File: src/sv/assert_macros.svh
// assertion helpers shared by the rtl files
`ifndef ASSERT_MACROS_SVH
`define ASSERT_MACROS_SVH

// property must hold at every clock edge outside reset
`define ASSERT_ALWAYS(label, prop, msg) \
  label: assert property (@(posedge clk) disable iff (rst) (prop)) else $error(msg);

// consequent must hold in the cycle after antecedent
`define ASSERT_NEXT(label, ante, cons, msg) \
  label: assert property (@(posedge clk) disable iff (rst) (ante) |=> (cons)) else $error(msg);

`endif

File: src/sv/crc_pkg.sv
`timescale 1ns / 1ps
// ----------------------------------------------------------------------------
// crc_pkg
// shared types and constants of the climate relay controller
// ----------------------------------------------------------------------------
package crc_pkg;

  localparam logic [7:0] CHAR_M  = 8'h4D;
  localparam logic [7:0] CHAR_0  = 8'h30;
  localparam logic [7:0] CHAR_1  = 8'h31;
  localparam logic [7:0] CHAR_CR = 8'h0D;
  localparam logic [7:0] CHAR_LF = 8'h0A;
  localparam logic [7:0] MASK_RESET = 8'd103;
  localparam logic [3:0] COOLDOWN_RELOAD = 4'd15;
  localparam logic [8:0] TICK_WRAP = 9'd300;
  localparam logic [13:0] CLAMP_MAX = 14'd9999;

  // one classified tick handed from front to back
  typedef struct packed {
    logic [3:0]  edges;        // rising button edges
    logic        sample;       // sample slot with good frame
    logic        report;       // report slot
    logic        cool_tick;    // cooldown decrement point after this tick
    logic [9:0]  humidity;
    logic [11:0] temperature;
  } tick_t;

  typedef enum logic [1:0] {
    ST_IDLE,
    ST_EMIT,
    ST_DIGITS
  } emit_state_t;

  typedef struct packed {
    logic [7:0] tx_byte;
    logic       tx_valid;
    logic       humidifier_on;
    logic       heater_on;
    logic       last_of_tick;
  } result_t;

  function automatic logic [15:0] preset_limit(input logic [1:0] p, input logic [1:0] k);
    logic [15:0] v;
    begin
      v = 16'd0;
      case ({p, k})
        4'h0: v = 16'd800; 4'h1: v = 16'd900; 4'h2: v = 16'd270; 4'h3: v = 16'd300;
        4'h4: v = 16'd700; 4'h5: v = 16'd800; 4'h6: v = 16'd260; 4'h7: v = 16'd290;
        4'h8: v = 16'd600; 4'h9: v = 16'd750; 4'hA: v = 16'd250; 4'hB: v = 16'd300;
        4'hC: v = 16'd500; 4'hD: v = 16'd650; 4'hE: v = 16'd240; default: v = 16'd300;
      endcase
      return v;
    end
  endfunction

endpackage

File: src/sv/climate_relay_controller.sv
`timescale 1ns / 1ps
// ----------------------------------------------------------------------------
// climate_relay_controller
// tick-driven preset, relay and serial report controller
// ----------------------------------------------------------------------------
// Input queue: one beat per 100 ms tick, taken when push is high and full low.
// Result queue: each tick yields 1 to 26 result beats, the last flagged by
// last_of_tick; a beat leaves when pop is high and empty low.
// A front stage registers edges, tick slot and converted sample, and a
// one-entry queue hands the tick to the back sequencer, which applies relay
// logic on load and then emits the tick's byte beats in order.
// The back stage loads a tick while idle, then emits its edge messages and,
// after a step with no beat, the report digits. The front can take the
// next tick while the back still emits the previous. When the receiver
// stalls the output register holds and the back stage stops; the front
// stops once its one-entry queue holds a tick.
// Reset clears tick count, presets, cooldown (to 15), relays and the mask
// key (to 103); the block is ready the cycle after reset drops.
// mask_key is at address 0 of the APB port.
// ----------------------------------------------------------------------------
module climate_relay_controller import crc_pkg::*; (
  input  logic        clk,
  input  logic        rst,
  input  logic        push,
  output logic        full,
  input  logic [3:0]  buttons,
  input  logic        sensor_ack,
  input  logic [7:0]  sensor_status,
  input  logic [19:0] raw_humidity,
  input  logic [19:0] raw_temperature,
  output logic        empty,
  input  logic        pop,
  output logic [7:0]  tx_byte,
  output logic        tx_valid,
  output logic        humidifier_on,
  output logic        heater_on,
  output logic        last_of_tick,
  input  logic        psel,
  input  logic        penable,
  input  logic        pwrite,
  input  logic        paddr,
  input  logic [31:0] pwdata,
  output logic [31:0] prdata,
  output logic        pready
);

  logic [7:0] mask_key;
  logic       in_ready, q_valid, q_ready, r_valid;
  tick_t      q_tick;
  result_t    r_data;

  assign pready = 1'b1;
  assign prdata = (paddr == 1'b0) ? {24'd0, mask_key} : 32'd0;

  always_ff @(posedge clk) begin
    if (rst) mask_key <= MASK_RESET;
    else if (psel && penable && pwrite && paddr == 1'b0) mask_key <= pwdata[7:0];
  end

  assign full = !in_ready;

  crc_front u_front (
    .clk, .rst, .in_valid(push), .in_ready, .buttons, .sensor_ack, .sensor_status,
    .raw_humidity, .raw_temperature, .q_valid, .q_ready, .q_tick
  );

  crc_back u_back (
    .clk, .rst, .mask_key, .q_valid, .q_ready, .q_tick,
    .r_valid, .r_ready(pop), .r_data
  );

  assign empty         = !r_valid;
  assign tx_byte       = r_data.tx_byte;
  assign tx_valid      = r_data.tx_valid;
  assign humidifier_on = r_data.humidifier_on;
  assign heater_on     = r_data.heater_on;
  assign last_of_tick  = r_data.last_of_tick;

endmodule

File: src/sv/crc_front.sv
`timescale 1ns / 1ps
// ----------------------------------------------------------------------------
// crc_front
// edge detection, tick counting and sample conversion of each input beat
// ----------------------------------------------------------------------------
`include "assert_macros.svh"

module crc_front import crc_pkg::*; (
  input  logic        clk,
  input  logic        rst,
  input  logic        in_valid,
  output logic        in_ready,
  input  logic [3:0]  buttons,
  input  logic        sensor_ack,
  input  logic [7:0]  sensor_status,
  input  logic [19:0] raw_humidity,
  input  logic [19:0] raw_temperature,
  output logic        q_valid,
  input  logic        q_ready,
  output tick_t       q_tick
);

  logic [8:0] tick_count;
  logic [3:0] prev_buttons;
  logic [5:0] mod50;
  logic [3:0] mod10;
  logic       half;        // odd multiple of 50 within hundred
  logic [8:0] tick_count_next;
  logic [29:0] h_prod;
  logic [30:0] t_prod;
  logic        fire;

  assign in_ready = !q_valid || q_ready;
  assign fire = in_valid && in_ready;
  assign tick_count_next = (tick_count == TICK_WRAP - 9'd1) ? 9'd0 : tick_count + 9'd1;
  assign h_prod = raw_humidity * 10'd1000;
  assign t_prod = raw_temperature * 11'd2000;

  always_ff @(posedge clk) begin
    if (rst) begin
      tick_count   <= 9'd0;
      prev_buttons <= 4'hF;
      mod50        <= 6'd0;
      mod10        <= 4'd0;
      half         <= 1'b0;
      q_valid      <= 1'b0;
    end else begin
      if (q_ready) q_valid <= 1'b0;
      if (fire) begin
        q_valid      <= 1'b1;
        tick_count   <= tick_count_next;
        prev_buttons <= buttons;
        mod10 <= (mod10 == 4'd9) ? 4'd0 : mod10 + 4'd1;
        if (mod50 == 6'd49) begin
          mod50 <= 6'd0;
          half  <= !half;
        end else begin
          mod50 <= mod50 + 6'd1;
        end
        if (tick_count_next == 9'd0) begin
          mod50 <= 6'd0;
          mod10 <= 4'd0;
          half  <= 1'b0;
        end
      end
    end
  end

  always_ff @(posedge clk) begin
    if (fire) begin
      q_tick.edges       <= buttons & ~prev_buttons;
      q_tick.sample      <= (mod50 == 6'd0) && sensor_ack && !sensor_status[7];
      q_tick.report      <= (mod50 == 6'd0) && !half;
      q_tick.cool_tick   <= (mod10 == 4'd9) || (tick_count_next == 9'd0);
      q_tick.humidity    <= h_prod[29:20];
      q_tick.temperature <= 12'(t_prod[30:20]) - 12'd500;
    end
  end

  `ASSERT_ALWAYS(a_count_range, tick_count < TICK_WRAP, "tick count out of range")
  `ASSERT_ALWAYS(a_mod50_range, mod50 < 6'd50, "mod50 out of range")
  `ASSERT_ALWAYS(a_mod10_range, mod10 < 4'd10, "mod10 out of range")

endmodule

File: src/sv/crc_back.sv
`timescale 1ns / 1ps
// ----------------------------------------------------------------------------
// crc_back
// relay control and byte sequencing of each classified tick
// ----------------------------------------------------------------------------
`include "assert_macros.svh"

module crc_back import crc_pkg::*; (
  input  logic       clk,
  input  logic       rst,
  input  logic [7:0] mask_key,
  input  logic       q_valid,
  output logic       q_ready,
  input  tick_t      q_tick,
  output logic       r_valid,
  input  logic       r_ready,
  output result_t    r_data
);

  emit_state_t state, state_next;
  logic [1:0]  active_preset;
  logic [3:0]  cooldown;
  logic        hum_relay, temp_relay;
  logic [11:0] held_temperature;
  logic [9:0]  held_humidity;
  logic        cur_report;
  logic [3:0]  edges_left;
  logic [1:0]  sub;        // byte within an edge message
  logic [3:0]  didx;       // report byte index 0..9
  logic [13:0] rem;        // part of the report value not yet sent
  logic [27:0] quot_prod;
  logic [3:0]  digit;
  logic [13:0] digit_weight;
  logic        load_tick;
  logic        out_free;
  logic [1:0]  cur_p;
  logic [7:0]  emit_byte;
  logic        emit_last;
  logic        emit_go;
  logic [15:0] lim0, lim1, lim2, lim3;
  logic [1:0]  new_preset;
  logic [13:0] t_val, h_val;

  assign out_free = !r_valid || r_ready;

  // lowest pending edge
  always_comb begin
    cur_p = 2'd0;
    for (int i = 3; i >= 0; i--) if (edges_left[i]) cur_p = 2'(i);
  end

  // final preset for this tick: highest edge wins
  always_comb begin
    new_preset = active_preset;
    for (int i = 0; i < 4; i++) if (q_tick.edges[i]) new_preset = 2'(i);
  end

  assign lim0 = preset_limit(new_preset, 2'd0);
  assign lim1 = preset_limit(new_preset, 2'd1);
  assign lim2 = preset_limit(new_preset, 2'd2);
  assign lim3 = preset_limit(new_preset, 2'd3);

  assign t_val = held_temperature[11] ? CLAMP_MAX : 14'(held_temperature);
  assign h_val = (14'(held_humidity) > CLAMP_MAX) ? CLAMP_MAX : 14'(held_humidity);

  // one digit per beat, most significant first; reciprocal multiply bar units
  always_comb begin
    quot_prod    = 28'd0;
    digit        = 4'd0;
    digit_weight = 14'd1;
    case (didx[1:0])
      2'd0: begin
        quot_prod    = 28'(rem) * 28'd8389;
        digit        = quot_prod[26:23];
        digit_weight = 14'd1000;
      end
      2'd1: begin
        quot_prod    = 28'(rem) * 28'd41;
        digit        = quot_prod[15:12];
        digit_weight = 14'd100;
      end
      2'd2: begin
        quot_prod    = 28'(rem) * 28'd205;
        digit        = quot_prod[14:11];
        digit_weight = 14'd10;
      end
      default: begin
        digit        = rem[3:0];
        digit_weight = 14'd1;
      end
    endcase
  end

  always_comb begin
    state_next = state;
    unique case (state)
      ST_IDLE:   if (q_valid) state_next = ST_EMIT;
      ST_EMIT:   if (out_free && emit_last) state_next = ST_IDLE;
                 else if (out_free && edges_left == 4'd0 && sub == 2'd0 && cur_report)
                   state_next = ST_DIGITS;
      ST_DIGITS: if (out_free && didx == 4'd9) state_next = ST_IDLE;
      default:   state_next = ST_IDLE;
    endcase
  end

  always_comb begin
    emit_byte = 8'd0;
    emit_last = 1'b0;
    emit_go   = 1'b0;
    q_ready   = 1'b0;
    unique case (state)
      ST_IDLE: q_ready = 1'b1;
      ST_EMIT: begin
        emit_go = edges_left != 4'd0;
        if (edges_left != 4'd0) begin
          case (sub)
            2'd0: emit_byte = CHAR_M;
            2'd1: emit_byte = CHAR_1 + 8'(cur_p);
            2'd2: emit_byte = CHAR_CR;
            default: emit_byte = CHAR_LF;
          endcase
          emit_last = !cur_report && sub == 2'd3 && $countones(edges_left) == 1;
        end else begin
          emit_last = !cur_report;
          emit_go   = !cur_report;
        end
      end
      ST_DIGITS: begin
        emit_go = 1'b1;
        if (didx == 4'd8) emit_byte = CHAR_CR;
        else if (didx == 4'd9) emit_byte = CHAR_LF;
        else emit_byte = (CHAR_0 | 8'(digit)) ^ mask_key;
        emit_last = didx == 4'd9;
      end
      default: ;
    endcase
  end

  assign load_tick = state == ST_IDLE && q_valid;

  always_ff @(posedge clk) begin
    if (rst) begin
      state         <= ST_IDLE;
      active_preset <= 2'd0;
      cooldown      <= COOLDOWN_RELOAD;
      hum_relay     <= 1'b0;
      temp_relay    <= 1'b0;
      held_temperature <= 12'd0;
      held_humidity    <= 10'd0;
      r_valid       <= 1'b0;
      edges_left    <= 4'd0;
      sub           <= 2'd0;
      didx          <= 4'd0;
    end else begin
      state <= state_next;
      if (r_ready) r_valid <= 1'b0;
      if (load_tick) begin
        cur_report <= q_tick.report;
        edges_left <= q_tick.edges;
        sub        <= 2'd0;
        didx       <= 4'd0;
        active_preset <= new_preset;
        if (q_tick.sample) begin
          held_humidity    <= q_tick.humidity;
          held_temperature <= q_tick.temperature;
          if (16'(q_tick.humidity) < lim0) begin
            if (cooldown == 4'd0) hum_relay <= 1'b1;
          end else if (16'(q_tick.humidity) > lim1 && hum_relay) begin
            hum_relay <= 1'b0;
          end
          if ($signed(q_tick.temperature) < $signed(13'(lim2))) temp_relay <= 1'b1;
          else if ($signed(q_tick.temperature) >= $signed(13'(lim3))) temp_relay <= 1'b0;
        end
        // cooldown after relay decision
        if (q_tick.sample && !(16'(q_tick.humidity) < lim0) &&
            16'(q_tick.humidity) > lim1 && hum_relay) begin
          cooldown <= q_tick.cool_tick ? COOLDOWN_RELOAD - 4'd1 : COOLDOWN_RELOAD;
        end else if (q_tick.cool_tick && cooldown != 4'd0) begin
          cooldown <= cooldown - 4'd1;
        end
      end
      if (out_free && emit_go) begin
        r_valid <= 1'b1;
        r_data  <= '{tx_byte: emit_byte, tx_valid: emit_byte != 8'd0 || state == ST_DIGITS ||
                     edges_left != 4'd0, humidifier_on: hum_relay, heater_on: temp_relay,
                     last_of_tick: emit_last};
        if (state == ST_EMIT && edges_left != 4'd0) begin
          sub <= sub + 2'd1;
          if (sub == 2'd3) edges_left[cur_p] <= 1'b0;
        end
        if (state == ST_DIGITS) begin
          didx <= didx + 4'd1;
          if (didx == 4'd3) rem <= h_val;
          else rem <= rem - digit_weight * 14'(digit);
        end
      end
      if (state == ST_EMIT && state_next == ST_DIGITS) rem <= t_val;
    end
  end

  `ASSERT_NEXT(a_load_leaves_idle, load_tick, state != ST_IDLE, "tick not started")
  `ASSERT_ALWAYS(a_idle_no_edges, state != ST_IDLE || edges_left == 4'd0, "edges pending")
  `ASSERT_ALWAYS(a_didx_range, state != ST_DIGITS || didx <= 4'd9, "report index overrun")
  `ASSERT_NEXT(a_beat_held, r_valid && !r_ready, r_valid, "result beat dropped")

endmodule

File: config.mk
export PLATFORM = sky130hd
export DESIGN_NAME = climate_relay_controller
export DESIGN_NICKNAME = d
export VERILOG_FILES = /design/src/sv/crc_pkg.sv /design/src/sv/climate_relay_controller.sv /design/src/sv/crc_front.sv /design/src/sv/crc_back.sv
export VERILOG_INCLUDE_DIRS = /design/src /design/src/sv
export SDC_FILE = /design/constraint.sdc
export NUM_CORES = 1
export LEC_CHECK = 0
export ABC_AREA = 1
export ABC_CLOCK_PERIOD_IN_PS = 10100
export BUFFER_PORTS_ARGS = -buffer_cell sky130_fd_sc_hd__buf_2
export CAP_MARGIN = 20
export CORE_ASPECT_RATIO = 0.8
export CORE_MARGIN = 4
export CORE_UTILIZATION = 64
export DETAILED_ROUTE_END_ITERATION = 8
export GPL_ROUTABILITY_DRIVEN = 0
export PLACE_DENSITY = 0.87
export SLEW_MARGIN = 20
export SYNTH_ARGS = -nofsm -noshare
export SYNTH_HDL_FRONTEND = slang
export SYNTH_SLANG_ARGS = --single-unit
export TNS_END_PERCENT = 30
File: constraint.sdc
create_clock -name clk -period 10.1 [get_ports clk]
set_input_delay 0.505 -clock clk [delete_from_list [all_inputs] [get_ports clk]]
set_output_delay 0.505 -clock clk [all_outputs]
set_load 0.01 [all_outputs]
==> results.md <==
* Core area at 30450 um^2
* Reg clk slew, reported paths at 0.06 ns
* Port bufs at 83
* Post-synthesis sequential area ratio at 0.1616
* Vias in the first global route at 16572
* Post-route minimum period at 8.361 ns
* Routed WL per cell at 15.12 um
* Initial drt markers at 1321
* Most frequent cells after synthesis: inv_1, nand2_1, ha_1
* Post-Syn Area at 19820 um^2
* Post-route ant nets at 0
* GRT overflow at 0
* Final setup vio count at 0
* CTS buffer count at 17
* Worst hold-check path type: in -> reg
* Sw frac at 0.4777
* Root buffer cell: clkbuf_16
* Flops & latches, synth at 132
* Vias after detailed routing at 16486
* Die span in x at 204.7 um
* IO Pins at 140
* Int Pwr at 2.124 mW
* Resized Gates After CTS at 0
* Detailed-route DRC error count at 0
* DIE HEIGHT at 165.4 um
* P&R area growth vs syn at 7.021%
* HPWL after detailed placement at 36870 um
* CTS tree: yes
* CTS max path bufs at 2
* Total wire length at 44810 um
* DRT Pass-1 Iters at 6
* Max Cap Viol at 0
* Crit-path max cell delay at 0.83 ns
* Clk_skew at 0.009775 ns
* Setup crit start kind: register
* Final design utilization at 0.6964
* Clk pwr share at 0.157
* Initial core utilization at 0.6507
* Post-synth EDFFs at 56
* Most common cell in the netlist: inv_1
* Power density over the cells at 191.7 nW/um^2
* Row count at 57
* Crit-path slowest cell: edfxtp_1
* Pins Over Slew Limit at 0
* Crit path capture type: register
* Yosys top cell area share at 0.2260
* Critical path class: reg -> reg
* Top cells by area, synth: ha_1, fa_1, inv_1
* Initial antenna violation count at 0
* R2r worst-path depth at 34
* Fill count at 2285
* Hold depth at 3
* Tcrit/Tclk final at 0.8278
* Relative slew margins at 0.4814
* Die area at 33860 um^2
* First-pass GRT wire length at 75840 um
* CTS Hold Bufs at 0
* Static Leak at 11.22 nW
* RSZ-0062 raised after global routing: no
* Syn_area_per_cell at 8.072 um^2
* Ys flop type: dfxtp_1
* Cell count after synthesis at 2455
* Status: complete, no violations
* Syn. warnings at 0
* Total Power at 4.066 mW
* Layout cells sized above 1 at 0.06157
* Final Hold Viols at 0
* Synth area leader: ha_1
* Reg-to-Reg End: u_back.rem[13]
* Crit path from: u_back.rem[5]
* FF-to-FF setup slack at 1.74 ns
* Max frequency at 119.6 MHz
* ANT cells at 0
* CP Max Fanout at 11
* Largest net degree at the start of global routing at 56
* Arrival time at the worst endpoint at 8.53 ns
* Worst Path Required at 10.27 ns
* Comb pwr share at 0.653
* NetSw at 1.942 mW
* Clk_lat worst skew at 0.43 ns
* # nets final at 3197
* # clock sinks at 132
* Postcts setup bufs at 0
* Final TNS setup at 0 ns
* Worst Hold Launch: pwdata[6]
* Avg Vias per Cell at 5.564
* Unique cell type count in the Yosys netlist at 49
* Seq pwr share at 0.190
* IR Drop Worst-Case VDD at 0.1489 mV
* Slew @ Worst Pin at 0.7778 ns
* FFs w/ async S/R, synth at 0
* H-tree Lvls at 4
* CP Capture Point: u_back.rem[13]
* GR Util All Layers at 0.2705
* Reg-to-reg startpoint: u_back.rem[5]
## state kept, by name, summed over array words and instances, names as in the netlist
| signal | count |
|---|---|
| u_back.state | 2 |
| mask_key | 8 |
| u_back.hum_relay | 1 |
| u_back.rem | 14 |
| u_back.r_valid | 1 |
| u_back.held_temperature | 12 |
| u_back.cooldown | 4 |
| u_back.active_preset | 2 |
| u_back.held_humidity | 10 |
| u_front.prev_buttons | 4 |
| u_front.mod50 | 6 |
| u_back.sub | 2 |
| u_front.tick_count | 9 |
| u_front.mod10 | 4 |
| u_back.r_data | 12 |
| u_back.edges_left | 4 |
| u_back.temp_relay | 1 |
| u_front.q_tick | 29 |
| u_back.didx | 4 |
| u_front.half | 1 |
| u_back.cur_report | 1 |
| u_front.q_valid | 1 |
## placed cells by master, fill, tap and decap left out, types with 56 or more instances in the layout
master and instances:
ha_1 358, a21oi_1 143, inv_1 477, fa_1 209, nand3_1 107, nand2_1 448
dfxtp_1 76, o21ai_0 103, buf_2 83, edfxtp_1 56, nor2_1 193
## power by group through the flow
stage	combinational (mW)	clock, mW	sequential [mW]
global route	3.05	0.666	0.780
floorplan	2.06	0	0.761
CTS	2.64	0.641	0.772
finish	2.65	0.639	0.774
detailed placement	2.62	0	0.782
global placement	2.47	0	0.781
## critical path: cells and delay by family, from the launching register on
| family | cells | cell delay (ns) |
|---|---|---|
| fa+ha+maj | 10 | 4.29 |
| xor+xnor | 2 | 0.43 |
| buf+inv | 5 | 0.37 |
| flops | 1 | 0.83 |
| simple gates | 12 | 1.32 |
| compound gates | 5 | 0.86 |
## how the worst min path moves through the flow
stage,to
2_1_floorplan,u_back.cur_report
3_3_place_gp,u_back.cur_report
3_5_place_dp,u_back.cur_report
4_1_cts,mask_key[6]
5_1_grt,mask_key[2]
6_report,mask_key[6]
## logic make-up (layout without fill, tap and decap cells)
group,count (synthesis),after routing,share of synthesized area
adders and majority gates,567,567,0.4372
DFF,132,132,0.1616
other,2,25,0.0003790
xor gates and xnor gates,53,53,0.02342
buffers and inverters,534,606,0.1065
and+or+nand+nor,847,847,0.1821
AOI/OAI and AO/OA,320,320,0.08877
## metal layers
layer  track usage  wire, um  vias up
met5             0         0        -
met4       0.07275      1054        0
met3       0.03807      3037       89
met2        0.4697     21610      598
met1        0.3595     19110     7789
li1              -         -     8010
## final cells by class
cell class              instances  area (um^2)  area share
multi-input cells            1812        14600      0.6883
clock inverters                15        188.9    0.008909
repair buffers                 88        452.9     0.02136
clock buffers                  17        425.4     0.02006
inverters                     486         1824     0.08602
flip-flops and latches        132         3203      0.1510
well taps                     413        516.7     0.02437
## metrics by stage
stage	hold WS (ns)	setup WS, ns	cells	instance area [um^2]
4_1_cts	0.3077	1.815	2963	21210
3_5_place_dp	0.4164	1.925	2931	20590
5_1_grt	0.3297	1.227	2963	21210
6_report	0.3070	1.739	2963	21210
2_1_floorplan	0.4003	2.949	2478	19900
3_3_place_gp	0.4033	2.158	2931	20590
No activity file was read; power rests on OpenSTA's default activity.
